$ cat config.mk
export PLATFORM = sky130hd
export DESIGN_NAME = csma_ca_backoff_controller_top
export DESIGN_NICKNAME = d
export VERILOG_FILES = /design/src/hdl/csma_pkg.sv /design/src/hdl/csma_div.sv /design/src/hdl/csma_step.sv /design/src/hdl/csma_ca_backoff_controller_top.sv
export SDC_FILE = /design/constraint.sdc
export NUM_CORES = 1
export LEC_CHECK = 0
export ABC_CLOCK_PERIOD_IN_PS = 16200
export BUFFER_PORTS_ARGS = -buffer_cell sky130_fd_sc_hd__buf_2
export CORE_ASPECT_RATIO = 1.4
export CORE_MARGIN = 5
export CORE_UTILIZATION = 45
export CTS_BUF_LIST = sky130_fd_sc_hd__clkbuf_4 sky130_fd_sc_hd__clkbuf_8
export CTS_CLUSTER_SIZE = 20
export DETAILED_ROUTE_END_ITERATION = 10
export GPL_ROUTABILITY_DRIVEN = 0
export PLACE_DENSITY = 0.66
export SETUP_SLACK_MARGIN = 0.1
export SYNTH_ARGS = -nofsm -noshare
export SYNTH_HDL_FRONTEND = slang
export SYNTH_SLANG_ARGS = --single-unit
$ cat constraint.sdc
create_clock -name clock -period 16.2 [get_ports clock]
set_input_delay 0.81 -clock clock [delete_from_list [all_inputs] [get_ports clock]]
set_output_delay 0.81 -clock clock [all_outputs]
set_load 0.01 [all_outputs]
$ cat src/hdl/csma_pkg.sv
`default_nettype none

package csma_pkg;

   // timing constants, in symbols
   localparam int UNIT_BACKOFF_SYMBOLS = 20;
   localparam int TURNAROUND_SYMBOLS   = 12;

   // field widths
   localparam int PERIOD_BITS = 8;
   localparam int CAP_BITS    = 24;
   localparam int COST_BITS   = 14;
   localparam int CSR_IDX_BITS  = 3;
   localparam int CSR_DATA_BITS = 4;

   // largest exponent used in the backoff mask
   localparam logic [3:0] MASK_EXP_MAX = 4'd8;
   localparam logic [2:0] BUSY_COUNT_MAX = 3'd7;
   localparam logic [1:0] WINDOW_INIT = 2'd2;
   localparam logic [3:0] BLE_EXP_MAX = 4'd2;

   // divide by the unit backoff through a reciprocal multiply; the quotient is
   // needed only when the cap fits under 255 backoff periods
   localparam int DIV_BITS  = $clog2(255 * UNIT_BACKOFF_SYMBOLS + 1);
   localparam int DIV_LOG   = $clog2(UNIT_BACKOFF_SYMBOLS);
   localparam int DIV_SHIFT = DIV_BITS + DIV_LOG;
   localparam int DIV_RECIP = ((2 ** DIV_SHIFT) + UNIT_BACKOFF_SYMBOLS - 1)
                              / UNIT_BACKOFF_SYMBOLS;

   localparam logic [DIV_BITS-1:0] UNIT_W = DIV_BITS'(UNIT_BACKOFF_SYMBOLS);
   localparam logic [COST_BITS-1:0] TURN_COST = COST_BITS'(2 * TURNAROUND_SYMBOLS);

   // register indexes
   localparam logic [CSR_IDX_BITS-1:0] CSR_SLOTTED_MODE     = 3'd0;
   localparam logic [CSR_IDX_BITS-1:0] CSR_BATTERY_LIFE_EXT = 3'd1;
   localparam logic [CSR_IDX_BITS-1:0] CSR_MIN_EXPONENT     = 3'd2;
   localparam logic [CSR_IDX_BITS-1:0] CSR_MAX_EXPONENT     = 3'd3;
   localparam logic [CSR_IDX_BITS-1:0] CSR_MAX_BACKOFFS     = 3'd4;

   typedef enum logic [1:0] {
      MODE_START  = 2'd0,
      MODE_TICK   = 2'd1,
      MODE_CCA    = 2'd2,
      MODE_CANCEL = 2'd3
   } mode_type;

   typedef enum logic [2:0] {
      ACT_NONE  = 3'd0,
      ACT_CCA   = 3'd1,
      ACT_IDLE  = 3'd2,
      ACT_FAIL  = 3'd3,
      ACT_DEFER = 3'd4
   } action_type;

   typedef enum logic [1:0] {
      PH_IDLE    = 2'd0,
      PH_BACKOFF = 2'd1,
      PH_CCA     = 2'd2
   } phase_type;

   typedef struct packed {
      logic       slotted_mode;
      logic       battery_life_ext;
      logic [3:0] min_exponent;
      logic [3:0] max_exponent;
      logic [2:0] max_backoffs;
   } cfg_type;

   typedef struct packed {
      mode_type              mode;
      logic [7:0]            random_value;
      logic                  channel_busy;
      logic [CAP_BITS-1:0]   cap_symbols_left;
      logic [11:0]           frame_symbols;
      logic                  ack_required;
      logic [11:0]           ack_wait_symbols;
      logic [7:0]            ifs_symbols;
   } req_type;

   typedef struct packed {
      logic [2:0]             busy_count;
      logic [3:0]             exponent;
      logic [1:0]             window_count;
      logic [PERIOD_BITS-1:0] periods_left;
      phase_type              phase;
      logic [COST_BITS-1:0]   frame_cost_base;
   } state_type;

   typedef struct packed {
      action_type             action;
      logic [PERIOD_BITS-1:0] backoff_periods_left;
      logic [2:0]             backoff_count;
      logic [3:0]             backoff_exponent;
      logic [COST_BITS-1:0]   transaction_symbols;
   } rsp_type;

endpackage

`default_nettype wire

$ cat src/hdl/csma_div.sv
`default_nettype none

// Backoff periods that fit in the CAP symbols left: cap / unit backoff.
// Exact for every cap below 2^DIV_BITS; larger caps are never used.
module csma_div (
   input  wire logic [csma_pkg::CAP_BITS-1:0] cap,
   output logic [csma_pkg::DIV_BITS-1:0]      quotient
);

   localparam int PROD_BITS = csma_pkg::DIV_BITS + csma_pkg::DIV_SHIFT + 1;

   localparam logic [csma_pkg::DIV_SHIFT:0] RECIP_W =
      (csma_pkg::DIV_SHIFT + 1)'(csma_pkg::DIV_RECIP);

   logic [PROD_BITS-1:0] product;

   // one multiply by the rounded-up reciprocal, then drop the fraction
   assign product  = PROD_BITS'(cap[csma_pkg::DIV_BITS-1:0]) * PROD_BITS'(RECIP_W);
   assign quotient = product[csma_pkg::DIV_SHIFT +: csma_pkg::DIV_BITS];

endmodule

`default_nettype wire

$ cat src/hdl/csma_step.sv
`default_nettype none

// Next state and result for one word, from the current state and config.
module csma_step (
   input  wire csma_pkg::cfg_type   cfg,
   input  wire csma_pkg::req_type   req,
   input  wire csma_pkg::state_type cur,
   output csma_pkg::state_type      nxt,
   output csma_pkg::rsp_type        rsp
);

   logic [csma_pkg::DIV_BITS-1:0]    used_periods;
   logic [csma_pkg::DIV_BITS-1:0]    backoff_symbols;
   logic [csma_pkg::COST_BITS-1:0]   cost;
   logic [csma_pkg::PERIOD_BITS-1:0] drawn;
   logic [csma_pkg::PERIOD_BITS-1:0] mask;
   logic [3:0]                       mask_exp;
   logic [3:0]                       busy_next;
   logic [4:0]                       exp_inc;
   logic                             do_draw;
   logic                             do_proceed;
   csma_pkg::action_type             act;

   csma_div u_div (
      .cap      (req.cap_symbols_left),
      .quotient (used_periods)
   );

   always_comb begin
      nxt        = cur;
      act        = csma_pkg::ACT_NONE;
      do_draw    = 1'b0;
      do_proceed = 1'b0;
      busy_next  = {1'b0, cur.busy_count} + 4'd1;
      exp_inc    = {1'b0, cur.exponent} + 5'd1;

      // a stray phase code counts as idle
      if (cur.phase != csma_pkg::PH_BACKOFF && cur.phase != csma_pkg::PH_CCA) begin
         nxt.phase = csma_pkg::PH_IDLE;
      end

      // per-mode update
      unique case (req.mode)
         csma_pkg::MODE_START: begin
            nxt.busy_count = '0;
            if (cfg.slotted_mode) begin
               nxt.window_count = csma_pkg::WINDOW_INIT;
               nxt.exponent = (cfg.battery_life_ext && cfg.min_exponent > csma_pkg::BLE_EXP_MAX)
                            ? csma_pkg::BLE_EXP_MAX : cfg.min_exponent;
            end else begin
               nxt.exponent = cfg.min_exponent;
            end
            nxt.frame_cost_base = csma_pkg::COST_BITS'(req.frame_symbols)
                                + csma_pkg::COST_BITS'(req.ifs_symbols)
                                + (req.ack_required ? csma_pkg::COST_BITS'(req.ack_wait_symbols)
                                                    : csma_pkg::TURN_COST);
            do_draw = 1'b1;
         end
         csma_pkg::MODE_TICK: begin
            if (cur.phase == csma_pkg::PH_BACKOFF) begin
               if (cur.periods_left != '0) begin
                  nxt.periods_left = cur.periods_left - csma_pkg::PERIOD_BITS'(1);
               end
               if (cur.periods_left <= csma_pkg::PERIOD_BITS'(1)) begin
                  if (cfg.slotted_mode) begin
                     do_proceed = 1'b1;
                  end else begin
                     nxt.phase = csma_pkg::PH_CCA;
                     act       = csma_pkg::ACT_CCA;
                  end
               end
            end
         end
         csma_pkg::MODE_CCA: begin
            if (cur.phase == csma_pkg::PH_CCA) begin
               nxt.phase = csma_pkg::PH_IDLE;
               if (!req.channel_busy) begin
                  if (cfg.slotted_mode && cur.window_count > 2'd1) begin
                     nxt.window_count = cur.window_count - 2'd1;
                     nxt.phase        = csma_pkg::PH_CCA;
                     act              = csma_pkg::ACT_CCA;
                  end else begin
                     if (cfg.slotted_mode) begin
                        nxt.window_count = '0;
                     end
                     act = csma_pkg::ACT_IDLE;
                  end
               end else begin
                  if (cfg.slotted_mode) begin
                     nxt.window_count = csma_pkg::WINDOW_INIT;
                  end
                  nxt.exponent = (exp_inc > {1'b0, cfg.max_exponent})
                               ? cfg.max_exponent : exp_inc[3:0];
                  nxt.busy_count = (busy_next > {1'b0, csma_pkg::BUSY_COUNT_MAX})
                                 ? csma_pkg::BUSY_COUNT_MAX : busy_next[2:0];
                  if (busy_next > {1'b0, cfg.max_backoffs}) begin
                     act = csma_pkg::ACT_FAIL;
                  end else begin
                     do_draw = 1'b1;
                  end
               end
            end
         end
         csma_pkg::MODE_CANCEL: begin
            nxt.phase        = csma_pkg::PH_IDLE;
            nxt.periods_left = '0;
         end
      endcase

      // backoff draw; slotted mode reuses periods left over from a deferral
      mask_exp = (nxt.exponent > csma_pkg::MASK_EXP_MAX) ? csma_pkg::MASK_EXP_MAX
                                                         : nxt.exponent;
      mask = (mask_exp >= csma_pkg::MASK_EXP_MAX) ? '1
           : csma_pkg::PERIOD_BITS'((9'd1 << mask_exp) - 9'd1);
      drawn = (nxt.periods_left == '0 || !cfg.slotted_mode)
            ? (req.random_value & mask) : nxt.periods_left;
      backoff_symbols = csma_pkg::DIV_BITS'(drawn) * csma_pkg::UNIT_W;

      if (do_draw) begin
         nxt.periods_left = drawn;
         if (!cfg.slotted_mode) begin
            if (drawn == '0) begin
               nxt.phase = csma_pkg::PH_CCA;
               act       = csma_pkg::ACT_CCA;
            end else begin
               nxt.phase = csma_pkg::PH_BACKOFF;
            end
         end else if (csma_pkg::CAP_BITS'(backoff_symbols) >= req.cap_symbols_left) begin
            // backoff runs past the CAP: spend what fits, finish next CAP
            nxt.periods_left = drawn - used_periods[csma_pkg::PERIOD_BITS-1:0];
            nxt.phase        = csma_pkg::PH_IDLE;
            act              = csma_pkg::ACT_DEFER;
         end else if (drawn == '0) begin
            do_proceed = 1'b1;
         end else begin
            nxt.phase = csma_pkg::PH_BACKOFF;
         end
      end

      // slotted check that the whole transaction fits in the CAP
      cost = csma_pkg::COST_BITS'({nxt.window_count, 3'b000}) + nxt.frame_cost_base;
      if (do_proceed) begin
         nxt.periods_left = '0;
         if (csma_pkg::CAP_BITS'(cost) > req.cap_symbols_left) begin
            nxt.phase = csma_pkg::PH_IDLE;
            act       = csma_pkg::ACT_DEFER;
         end else begin
            nxt.phase = csma_pkg::PH_CCA;
            act       = csma_pkg::ACT_CCA;
         end
      end

      rsp.action               = act;
      rsp.backoff_periods_left = nxt.periods_left;
      rsp.backoff_count        = nxt.busy_count;
      rsp.backoff_exponent     = nxt.exponent;
      rsp.transaction_symbols  = do_proceed ? cost : '0;
   end

endmodule

`default_nettype wire

$ cat src/hdl/csma_ca_backoff_controller_top.sv
`default_nettype none

// CSMA-CA backoff engine.
// An accepted request word passes the input register, then the state update
// into the response register. Throughput: one word per cycle unless rsp_stall
// holds the pipeline; the state update is combinational.
// Reset: synchronous, active high; clears the pipeline valids, sets the
// engine state to idle (exponent 3, window 2) and the registers to defaults.
module csma_ca_backoff_controller_top (
   input  wire logic        clock,
   input  wire logic        reset,

   input  wire logic        req_valid,
   output logic             req_stall,
   input  wire logic [1:0]  req_mode,
   input  wire logic [7:0]  req_random_value,
   input  wire logic        req_channel_busy,
   input  wire logic [23:0] req_cap_symbols_left,
   input  wire logic [11:0] req_frame_symbols,
   input  wire logic        req_ack_required,
   input  wire logic [11:0] req_ack_wait_symbols,
   input  wire logic [7:0]  req_ifs_symbols,

   output logic             rsp_valid,
   input  wire logic        rsp_stall,
   output logic [2:0]       rsp_action,
   output logic [7:0]       rsp_backoff_periods_left,
   output logic [2:0]       rsp_backoff_count,
   output logic [3:0]       rsp_backoff_exponent,
   output logic [13:0]      rsp_transaction_symbols,

   input  wire logic        csr_write,
   input  wire logic [csma_pkg::CSR_IDX_BITS-1:0]  csr_index,
   input  wire logic [csma_pkg::CSR_DATA_BITS-1:0] csr_data
);

   csma_pkg::cfg_type   cfg_ff;
   csma_pkg::req_type   req_ff;
   csma_pkg::req_type   req_in;
   logic                req_valid_ff;
   csma_pkg::state_type state_ff;
   csma_pkg::state_type state_in;
   csma_pkg::rsp_type   rsp_ff;
   csma_pkg::rsp_type   rsp_in;
   logic                rsp_valid_ff;
   logic                advance;
   logic                req_take;

   // pipeline control: the input word moves on when the response slot frees
   assign advance   = req_valid_ff && (!rsp_valid_ff || !rsp_stall);
   assign req_stall = req_valid_ff && !advance;
   assign req_take  = req_valid && !req_stall;

   assign req_in.mode             = csma_pkg::mode_type'(req_mode);
   assign req_in.random_value     = req_random_value;
   assign req_in.channel_busy     = req_channel_busy;
   assign req_in.cap_symbols_left = req_cap_symbols_left;
   assign req_in.frame_symbols    = req_frame_symbols;
   assign req_in.ack_required     = req_ack_required;
   assign req_in.ack_wait_symbols = req_ack_wait_symbols;
   assign req_in.ifs_symbols      = req_ifs_symbols;

   csma_step u_step (
      .cfg (cfg_ff),
      .req (req_ff),
      .cur (state_ff),
      .nxt (state_in),
      .rsp (rsp_in)
   );

   // config registers
   always_ff @(posedge clock) begin
      if (reset) begin
         cfg_ff.slotted_mode     <= 1'b0;
         cfg_ff.battery_life_ext <= 1'b0;
         cfg_ff.min_exponent     <= 4'd3;
         cfg_ff.max_exponent     <= 4'd5;
         cfg_ff.max_backoffs     <= 3'd4;
      end else if (csr_write) begin
         unique case (csr_index)
            csma_pkg::CSR_SLOTTED_MODE:     cfg_ff.slotted_mode     <= csr_data[0];
            csma_pkg::CSR_BATTERY_LIFE_EXT: cfg_ff.battery_life_ext <= csr_data[0];
            csma_pkg::CSR_MIN_EXPONENT:     cfg_ff.min_exponent     <= csr_data;
            csma_pkg::CSR_MAX_EXPONENT:     cfg_ff.max_exponent     <= csr_data;
            csma_pkg::CSR_MAX_BACKOFFS:     cfg_ff.max_backoffs     <= csr_data[2:0];
            default: ;
         endcase
      end
   end

   // input register
   always_ff @(posedge clock) begin
      if (reset) begin
         req_valid_ff <= 1'b0;
      end else if (req_take) begin
         req_valid_ff <= 1'b1;
      end else if (advance) begin
         req_valid_ff <= 1'b0;
      end
   end

   always_ff @(posedge clock) begin
      if (req_take) begin
         req_ff <= req_in;
      end
   end

   // engine state and response register
   always_ff @(posedge clock) begin
      if (reset) begin
         state_ff.busy_count      <= '0;
         state_ff.exponent        <= 4'd3;
         state_ff.window_count    <= csma_pkg::WINDOW_INIT;
         state_ff.periods_left    <= '0;
         state_ff.phase           <= csma_pkg::PH_IDLE;
         state_ff.frame_cost_base <= '0;
         rsp_valid_ff             <= 1'b0;
      end else begin
         if (advance) begin
            state_ff     <= state_in;
            rsp_valid_ff <= 1'b1;
         end else if (!rsp_stall) begin
            rsp_valid_ff <= 1'b0;
         end
      end
   end

   always_ff @(posedge clock) begin
      if (advance) begin
         rsp_ff <= rsp_in;
      end
   end

   assign rsp_valid                = rsp_valid_ff;
   assign rsp_action               = rsp_ff.action;
   assign rsp_backoff_periods_left = rsp_ff.backoff_periods_left;
   assign rsp_backoff_count        = rsp_ff.backoff_count;
   assign rsp_backoff_exponent     = rsp_ff.backoff_exponent;
   assign rsp_transaction_symbols  = rsp_ff.transaction_symbols;

   // a cancel leaves the engine idle with no periods pending
   a_cancel_clears: assert property (@(posedge clock) disable iff (reset)
      advance && req_ff.mode == csma_pkg::MODE_CANCEL |=>
         state_ff.phase == csma_pkg::PH_IDLE && state_ff.periods_left == '0)
      else $error("cancel did not clear the engine");

   // a deferral always parks the engine
   a_defer_idle: assert property (@(posedge clock) disable iff (reset)
      rsp_valid_ff && rsp_ff.action == csma_pkg::ACT_DEFER |->
         state_ff.phase == csma_pkg::PH_IDLE)
      else $error("deferral left the engine active");

   // a transaction cost is reported only by the proceed check
   a_cost_source: assert property (@(posedge clock) disable iff (reset)
      rsp_valid_ff && rsp_ff.transaction_symbols != '0 |->
         rsp_ff.action == csma_pkg::ACT_CCA || rsp_ff.action == csma_pkg::ACT_DEFER)
      else $error("transaction cost without a proceed check");

   // a CCA request leaves a CCA pending
   a_cca_pending: assert property (@(posedge clock) disable iff (reset)
      rsp_valid_ff && rsp_ff.action == csma_pkg::ACT_CCA |->
         state_ff.phase == csma_pkg::PH_CCA && state_ff.periods_left == '0)
      else $error("CCA requested without a pending CCA");

endmodule

`default_nettype wire

* After elaboration in Yosys (flattened, before gate mapping)
Cells that the tools add are included.
** Cells by class
- Bitwise logic cells :: 1
- Add/sub/neg operators :: 9
- $lt $le $gt $ge :: 10
- Multipliers :: 2
- Eq/ne operators :: 12
- Reduce and logical (&&, ||, !) cells :: 24
- Muxes and demuxes :: 65
- Shift operators :: 1
** Operator list (count)
- 2-to-1 mux 8 bit :: 5
- 2-to-1 mux 2 bit :: 18
- 2-to-1 mux 10 bit :: 3
- 2-to-1 mux 3 bit :: 10
- greater-or-equal comparator 13 x 24 -> 1 bit :: 1
- > comparator 14 x 24 -> 1 bit :: 1
- multiplier 13 x 12 -> 24 bit (second input constant) :: 1
- one-hot mux 9 bit (2 select lines) :: 1
- logical NOT 8 bit :: 2
- 2-to-1 mux 1 bit :: 16
- 2-to-1 mux 4 bit :: 4
- one-hot mux 8 bit (2 select lines) :: 1
- subtractor 8 x 1 -> 8 bit (second input constant) :: 2
- adder 14 bit :: 1
- adder 5 x 14 -> 14 bit :: 1
- 2-to-1 mux 14 bit :: 1
- adder 12 x 8 -> 13 bit :: 1
- 2-to-1 mux 12 bit :: 1
- multiplier 8 x 3 -> 11 bit (second input constant) :: 1
- AND reduction 2 bit :: 5
- 2-to-1 mux 9 bit :: 1
- AND 8 bit :: 1
- less-or-equal comparator 8 x 1 -> 1 bit (second input constant) :: 1
- nonzero test 8 bit :: 1
- other kinds (29) :: 44
** Storage, ports and cells
- Input bits :: 80
- Bits in registers :: 148
- Logic and storage cells :: 150
- Output and inout port bits :: 34

* Logic depth before layout (Yosys ltp)
- Word-level depth :: 19
- Depth in mapped cells :: 36
- Depth with buffers taken out :: 36

* Modules after synthesis
A second synthesis with hierarchy kept.
** Second synthesis, totals
- Cells, all modules :: 1233
- Area, all modules :: 12495.7 um2
** Modules (own cells, without submodules)
- csma_ca_backoff_controller_top :: cells an instance 307, area an instance 5143.7 um2, seq. area each 3963.8 um2, times used 1
- csma_step :: cells an instance 630, area an instance 4538.1 um2, seq. area each 0.0 um2, times used 1
- csma_div :: cells an instance 296, area an instance 2813.9 um2, seq. area each 0.0 um2, times used 1

* Least setup slack after synthesis
OpenSTA, ideal clock, no wires.
- Path type :: flip-flop to flip-flop
- Start :: register req_ff[67] in the netlist's numbering
- End :: register state_ff[23] in the netlist's numbering
- Slack :: 9210 ps
- Buffers on the path :: 1
- Arrival time :: 6889 ps
- Required time :: 16099 ps
- Clock period less this slack :: 6990 ps
- Library setup time :: 101 ps
- Cell stages (with the launch flop) :: 31
- Path through :: edfxtp_1 > inv_1 > ha_1 > buf_4 > or4b_4 > nor4_1 > mux2i_1 > or4b_4 > o41ai_4 > nand3_1 > o21ai_0 > ha_1 > ha_1 > inv_1 > fa_1 > inv_1 > a21o_1 > a21oi_1 > o21bai_1 > a21oi_1 > xnor2_1 > ha_1 > or4_1 > o211ai_1 > nor4b_1 > nand3_1 > or4_1 > mux2i_1 > or4_1 > nand2_1 > o41ai_1
** On the way
- Cells in the longest elaborated chain, start to end :: 15
- Elaborated cells on any way between the ends :: 30
- Classes of those cells :: add/sub (2); mul (1); order compare (3); eq/ne (3); shift (1); mux (15); bitwise (1); reduce/logical (4)
** Ends and longest elaborated chain
- start: declaration :: line csma_ca_backoff_controller_top.sv:38 : csma_pkg::req_type req_ff;
- start signal: assignment :: line csma_ca_backoff_controller_top.sv:104 : req_ff <= req_in;
- == test 2 bit or logical NOT 2 bit (tied branches) :: line csma_step.sv:43 : unique case (req.mode)
- one-hot mux 9 bit (2 select lines) :: line csma_step.sv:43
- > comparator 4 bit :: line csma_step.sv:111 : mask_exp = (nxt.exponent > csma_pkg::MASK_EXP_MAX) ? csma_pkg::MASK_EXP_MAX
- 2-to-1 mux 4 bit :: line csma_step.sv:111
- left shift 1 x 4 -> 8 bit :: line csma_step.sv:114 : : csma_pkg::PERIOD_BITS'((9'd1 << mask_exp) - 9'd1);
- subtractor 8 x 1 -> 8 bit :: line csma_step.sv:114
- 2-to-1 mux 8 bit :: line csma_step.sv:113 : mask = (mask_exp >= csma_pkg::MASK_EXP_MAX) ? '1
- AND 8 bit :: line csma_step.sv:116 : ? (req.random_value & mask) : nxt.periods_left;
- 2-to-1 mux 8 bit :: line csma_step.sv:116
- multiplier 8 x 3 -> 11 bit or logical NOT 8 bit (tied branches) :: line csma_step.sv:117, csma_step.sv:133
- greater-or-equal comparator 13 x 24 -> 1 bit or 2-to-1 mux 1 bit (tied branches) :: line csma_step.sv:128, csma_step.sv:133
- 2-to-1 mux 8 bit or 2-to-1 mux 1 bit (tied branches) :: line csma_step.sv:128 : end else if (csma_pkg::CAP_BITS'(backoff_symbols) >= req.cap_symbols_left) begin
- 2-to-1 mux 8 bit or 2-to-1 mux 1 bit (tied branches) :: line csma_step.sv:121 : if (!cfg.slotted_mode) begin
- 2-to-1 mux 10 bit or 2-to-1 mux 1 bit (tied branches) :: line csma_step.sv:119 : if (do_draw) begin
- 2-to-1 mux 10 bit * :: line csma_step.sv:142 : if (do_proceed) begin
- end signal: assignment :: line csma_ca_backoff_controller_top.sv:120 : state_ff <= state_in;
- end: declaration :: line csma_ca_backoff_controller_top.sv:41 : csma_pkg::state_type state_ff;
Mark *: on every way between the ends. The rest lies on a longest branch, timed or not.
A chain may end at the register's enable or synchronous reset.

==> flow_summary.html <==
<table>
<tr><th>Metric</th><th>Value</th></tr>
<tr><th colspan="2">Global route</th></tr>
<tr><td>Residual overflow from global routing</td><td>0</td></tr>
<tr><td>Global-route usage over all layers</td><td>0.1853</td></tr>
<tr><td>Initial antenna violation count</td><td>0</td></tr>
<tr><td>Largest net degree at the start of global routing</td><td>69</td></tr>
<tr><td>Wire length of the first global-routing pass</td><td>44820 um</td></tr>
<tr><td>Number of global-route vias before repair</td><td>8986</td></tr>
<tr><th colspan="2">Pwr</th></tr>
<tr><td>Combinational Power Share</td><td>0.477</td></tr>
<tr><td>Clock network fraction of total power</td><td>0.210</td></tr>
<tr><td>IR drop worst, VDD</td><td>0.00005947 V</td></tr>
<tr><td>Sw power</td><td>553.3 uW</td></tr>
<tr><td>Proportion of total power due to net switching</td><td>0.3948</td></tr>
<tr><td>Power Dens Cells</td><td>107.4 nW/um2</td></tr>
<tr><td>Internal portion of total power</td><td>848.1 uW</td></tr>
<tr><td>Leak</td><td>0.005827 uW</td></tr>
<tr><td>Seq pwr share</td><td>0.313</td></tr>
<tr><th colspan="2">Floorplanning</th></tr>
<tr><td>Core Footprint</td><td>25920 um2</td></tr>
<tr><td>Die W</td><td>146.6 um</td></tr>
<tr><td>Count of standard-cell rows</td><td>70</td></tr>
<tr><td>Die Height</td><td>201.2 um</td></tr>
<tr><td>Number of top-level pins</td><td>114</td></tr>
<tr><td>Die area</td><td>29500 um2</td></tr>
<tr><td>Initial Utilization</td><td>0.4534</td></tr>
<tr><th colspan="2">Yosys</th></tr>
<tr><td>Yosys reg bits</td><td>148</td></tr>
<tr><td>Netlist area before placement</td><td>11760 um2</td></tr>
<tr><td>Syn nets</td><td>1475</td></tr>
<tr><td>Yosys warnings</td><td>0</td></tr>
<tr><td>Synth Instances</td><td>1178</td></tr>
<tr><td>Sequential area share after synthesis</td><td>0.3372</td></tr>
<tr><td>FFs w/ async S/R, synth</td><td>0</td></tr>
<tr><td>Post-synth EDFFs</td><td>100</td></tr>
<tr><td>Number of distinct standard cells referenced by the synthesized netlist</td><td>82</td></tr>
<tr><td>Most frequently used flop master after synthesis</td><td>sky130_fd_sc_hd__edfxtp_1</td></tr>
<tr><td>Mapped Avg Cell Area</td><td>9.979 um2</td></tr>
<tr><th colspan="2">Worst hold path</th></tr>
<tr><td>Classification of the worst-slack hold path</td><td>register to register</td></tr>
<tr><td>Number of stages on the worst hold path</td><td>2</td></tr>
<tr><td>Beginning of the worst hold path</td><td>state_ff[3]$_SDFFE_PP0P_</td></tr>
<tr><td>Hold-critical path endpoint</td><td>state_ff[3]$_SDFFE_PP0P_</td></tr>
<tr><th colspan="2">Clock tree</th></tr>
<tr><td>Max Root-Sink Buffers</td><td>2</td></tr>
<tr><td>Number of post-CTS setup repair buffers</td><td>0</td></tr>
<tr><td>Post-CTS sizing</td><td>0</td></tr>
<tr><td>Hold-fix buffers, CTS</td><td>0</td></tr>
<tr><td>H-Tree Depth</td><td>4</td></tr>
<tr><td>CTS Sinks</td><td>148</td></tr>
<tr><td>Clock Latency Late Sink</td><td>0.45 ns</td></tr>
<tr><td>Clock root cell</td><td>sky130_fd_sc_hd__clkbuf_8</td></tr>
<tr><td>Number of clock buffers inserted by TritonCTS</td><td>17</td></tr>
<tr><td>Clk pin slew, worst setup/hold paths</td><td>0.10 ns</td></tr>
<tr><td>Clock tree from TritonCTS</td><td>done</td></tr>
<tr><th colspan="2">Route</th></tr>
<tr><td>Total Routed Length</td><td>27510 um</td></tr>
<tr><td>Drt pass-1 iters</td><td>6</td></tr>
<tr><td>Vias per cell</td><td>5.670</td></tr>
<tr><td>Count of nets left with antenna violations after detail routing</td><td>0</td></tr>
<tr><td>First DRT Iteration DRCs</td><td>650</td></tr>
<tr><td>Total number of vias</td><td>9203</td></tr>
<tr><td>DRC viols</td><td>0</td></tr>
<tr><td>Per-cell routed wire length</td><td>16.95 um</td></tr>
<tr><th colspan="2">STA</th></tr>
<tr><td>Fin crit share</td><td>0.5157</td></tr>
<tr><td>Sum Neg Setup Slack</td><td>0 ns</td></tr>
<tr><td>Time the final worst path needs with I/O delays and setup</td><td>8.354 ns</td></tr>
<tr><td>Final number of max-transition violations</td><td>0</td></tr>
<tr><td>Worst Max-Slew Pin Slew</td><td>1.124 ns</td></tr>
<tr><td>Setup Skew</td><td>0.01655 ns</td></tr>
<tr><td>Hold Worst Slack</td><td>0.4634 ns</td></tr>
<tr><td>Hold Vio Cnt, Final</td><td>0</td></tr>
<tr><td>Finish-stage setup viols</td><td>0</td></tr>
<tr><td>Unrepaired setup endpoints after global routing</td><td>false</td></tr>
<tr><td>Worst slew margin</td><td>0.2508</td></tr>
<tr><td>Fmax</td><td>119.7 MHz</td></tr>
<tr><th colspan="2">Worst setup path</th></tr>
<tr><td>Worst R2R Setup Slack</td><td>7.85 ns</td></tr>
<tr><td>Setup crit start kind</td><td>register</td></tr>
<tr><td>Most used cell, CP</td><td>sky130_fd_sc_hd__ha_1</td></tr>
<tr><td>Path type of the worst setup path</td><td>register to register</td></tr>
<tr><td>Destination of the worst register-to-register timing path</td><td>rsp_action[0]$_DFFE_PP_</td></tr>
<tr><td>Delay of the slowest critical-path stage</td><td>0.91 ns</td></tr>
<tr><td>Slowest library cell on the worst path</td><td>sky130_fd_sc_hd__o21ai_2</td></tr>
<tr><td>CP Capture Type</td><td>register</td></tr>
<tr><td>CP required</td><td>16.35 ns</td></tr>
<tr><td>WP data arrival</td><td>8.50 ns</td></tr>
<tr><td>Highest fanout seen on the critical path</td><td>29</td></tr>
<tr><td>Reg2reg start</td><td>state_ff[26]$_SDFFE_PP1P_</td></tr>
<tr><td>Cell depth of the worst flop-to-flop path</td><td>31</td></tr>
<tr><th colspan="2">Layout</th></tr>
<tr><td>Number of diodes added for antenna fixing</td><td>0</td></tr>
<tr><td>Fin cells</td><td>1623</td></tr>
<tr><td>Final layout net count</td><td>1583</td></tr>
<tr><td>Share of layout cells above drive strength 1</td><td>0.1355</td></tr>
<tr><td>Commonest cells after routing, fill and taps aside</td><td>sky130_fd_sc_hd__ha_1 (169), sky130_fd_sc_hd__inv_1 (130), sky130_fd_sc_hd__buf_2 (113)</td></tr>
<tr><td>Layout overhead on the synthesized area</td><td>10.96%</td></tr>
<tr><td>Number of inserted filler cells in the final layout</td><td>2402</td></tr>
<tr><td>Commonest non-fill, non-tap cell in the layout</td><td>sky130_fd_sc_hd__ha_1</td></tr>
<tr><th colspan="2">Placement</th></tr>
<tr><td>Total placed cells including tap cells</td><td>1591</td></tr>
<tr><td>Port Buffers</td><td>113</td></tr>
<tr><td>DPL Wire Length</td><td>21680 um</td></tr>
<tr><th colspan="2">Status</th></tr>
<tr><td>Run status</td><td>finished clean</td></tr>
<tr><th colspan="2">Job</th></tr>
<tr><td>Maxcap violations</td><td>0</td></tr>
</table>
-- power groups by stage --
stage,sequential [uW],combinational (uW),clock (uW)
final,439,669,294
after detailed placement,447,672,0
after CTS,439,678,302
after global placement,447,660,0
after global routing,441,776,318
after floorplan,444,509,0
-- metrics by stage --
step	total power [uW]	worst slack, ns	area (um2)	util
floorplan	952.7	9.210	11760	-
global placement	1107	8.398	12650	0.4878
detailed placement	1119	7.978	12650	0.4878
CTS	1419	7.939	13040	0.5031
global route	1535	7.226	13040	0.5031
finish	1401	7.846	13040	0.5031
-- logic make-up after synthesis --
kind of cell,after synthesis,synth area share
AOI/OAI and AO/OA,245,0.1471
xor gates and xnor gates,41,0.03055
adders and majority gates,217,0.2616
buffers and inverters,164,0.05407
DFF,148,0.3372
muxes,25,0.02171
and+or+nand+nor,338,0.1477
-- synth_stat cells, types with 5 or more instances --
| cell type | n | area [um2] |
|---|---|---|
| sky130_fd_sc_hd__dfxtp_1 | 48 | 960.9 |
| sky130_fd_sc_hd__nand2b_1 | 11 | 68.82 |
| sky130_fd_sc_hd__nor4_1 | 9 | 56.30 |
| sky130_fd_sc_hd__mux2i_1 | 21 | 210.2 |
| sky130_fd_sc_hd__or2_2 | 7 | 43.79 |
| sky130_fd_sc_hd__a31oi_1 | 11 | 68.82 |
| sky130_fd_sc_hd__edfxtp_1 | 100 | 3003 |
| sky130_fd_sc_hd__a211oi_1 | 23 | 172.7 |
| sky130_fd_sc_hd__nand3b_1 | 6 | 45.04 |
| sky130_fd_sc_hd__o21a_1 | 10 | 75.07 |
| sky130_fd_sc_hd__o41ai_1 | 6 | 52.55 |
| sky130_fd_sc_hd__o31ai_1 | 7 | 52.55 |
| sky130_fd_sc_hd__a22o_1 | 5 | 43.79 |
| sky130_fd_sc_hd__nand4_1 | 5 | 31.28 |
| sky130_fd_sc_hd__nor3_1 | 26 | 130.1 |
| sky130_fd_sc_hd__o21bai_1 | 8 | 60.06 |
| sky130_fd_sc_hd__a311oi_1 | 7 | 61.31 |
| sky130_fd_sc_hd__and2_1 | 27 | 168.9 |
| sky130_fd_sc_hd__xor2_1 | 13 | 113.9 |
| sky130_fd_sc_hd__nand3_1 | 34 | 170.2 |
| sky130_fd_sc_hd__o32ai_1 | 5 | 43.79 |
| sky130_fd_sc_hd__xnor2_1 | 28 | 245.2 |
| sky130_fd_sc_hd__and3_1 | 6 | 37.54 |
| sky130_fd_sc_hd__a21o_1 | 17 | 127.6 |
| sky130_fd_sc_hd__or3_1 | 7 | 43.79 |
| sky130_fd_sc_hd__a21oi_1 | 58 | 290.3 |
| sky130_fd_sc_hd__clkbuf_1 | 21 | 78.83 |
| sky130_fd_sc_hd__o211ai_1 | 16 | 120.1 |
| sky130_fd_sc_hd__inv_1 | 131 | 491.7 |
| sky130_fd_sc_hd__nand2_1 | 82 | 307.8 |
| sky130_fd_sc_hd__o21ai_0 | 28 | 140.1 |
| sky130_fd_sc_hd__ha_1 | 169 | 2115 |
| sky130_fd_sc_hd__nor2_1 | 77 | 289.0 |
| sky130_fd_sc_hd__fa_1 | 48 | 960.9 |
| sky130_fd_sc_hd__nor2b_1 | 14 | 87.58 |
-- worst max-delay path, delay by kind of cell (launching register included) --
kind / cells / cell delay, ns
AO/OA/AOI/OAI: 12 / 3.49
AND/OR/NAND/NOR: 10 / 1.92
adder cells (fa/ha/maj): 6 / 1.65
flip-flops: 1 / 0.49
buffers and inverters: 2 / 0.29
XOR/XNOR: 1 / 0.18
-- sequential cells by signal (all words and copies together) (netlist names) --
register,flops
rsp_backoff_exponent,4
req_ff,68
state_ff,33
rsp_valid,1
rsp_transaction_symbols,14
cfg_ff,13
rsp_backoff_periods_left,8
rsp_action,3
req_valid_ff,1
rsp_backoff_count,3
-- worst max-delay path by stage --
stage                                    startpoint                               endpoint  slack [ns]  cells past startpoint
after floorplan                req_ff[67]$_DFFE_PP_              state_ff[23]$_SDFFE_PP0P_        9.21                     30
after global placement    state_ff[26]$_SDFFE_PP1P_                rsp_action[0]$_DFFE_PP_        8.40                     31
after detailed placement  state_ff[26]$_SDFFE_PP1P_  rsp_backoff_periods_left[5]$_DFFE_PP_        7.98                     31
after CTS                 state_ff[26]$_SDFFE_PP1P_                rsp_action[0]$_DFFE_PP_        7.94                     31
after global routing      state_ff[26]$_SDFFE_PP1P_  rsp_backoff_periods_left[6]$_DFFE_PP_        7.23                     31
final                     state_ff[26]$_SDFFE_PP1P_                rsp_action[0]$_DFFE_PP_        7.85                     31
-- routing by layer --
metal  global-route usage  vias up  routed length, um
li1                     -     4498                  -
met1               0.2268     4368              11330
met2               0.3361      295              14120
met3              0.02884       42               1468
met4              0.05145        0                589
met5                    0        -                  0
-- final cells by class --
class | count | area (um2) | area share
Multi-Input combinational cell | 866 | 7168 | 0.5495
Sequential cell | 148 | 3964 | 0.3039
Timing Repair Buffer | 118 | 603.1 | 0.04623
Inverter | 135 | 506.7 | 0.03885
Tap cell | 324 | 405.4 | 0.03108
Clock buffer | 17 | 234.0 | 0.01794
Clock inverter | 15 | 162.7 | 0.01247
(Power assumes the default switching activity.)
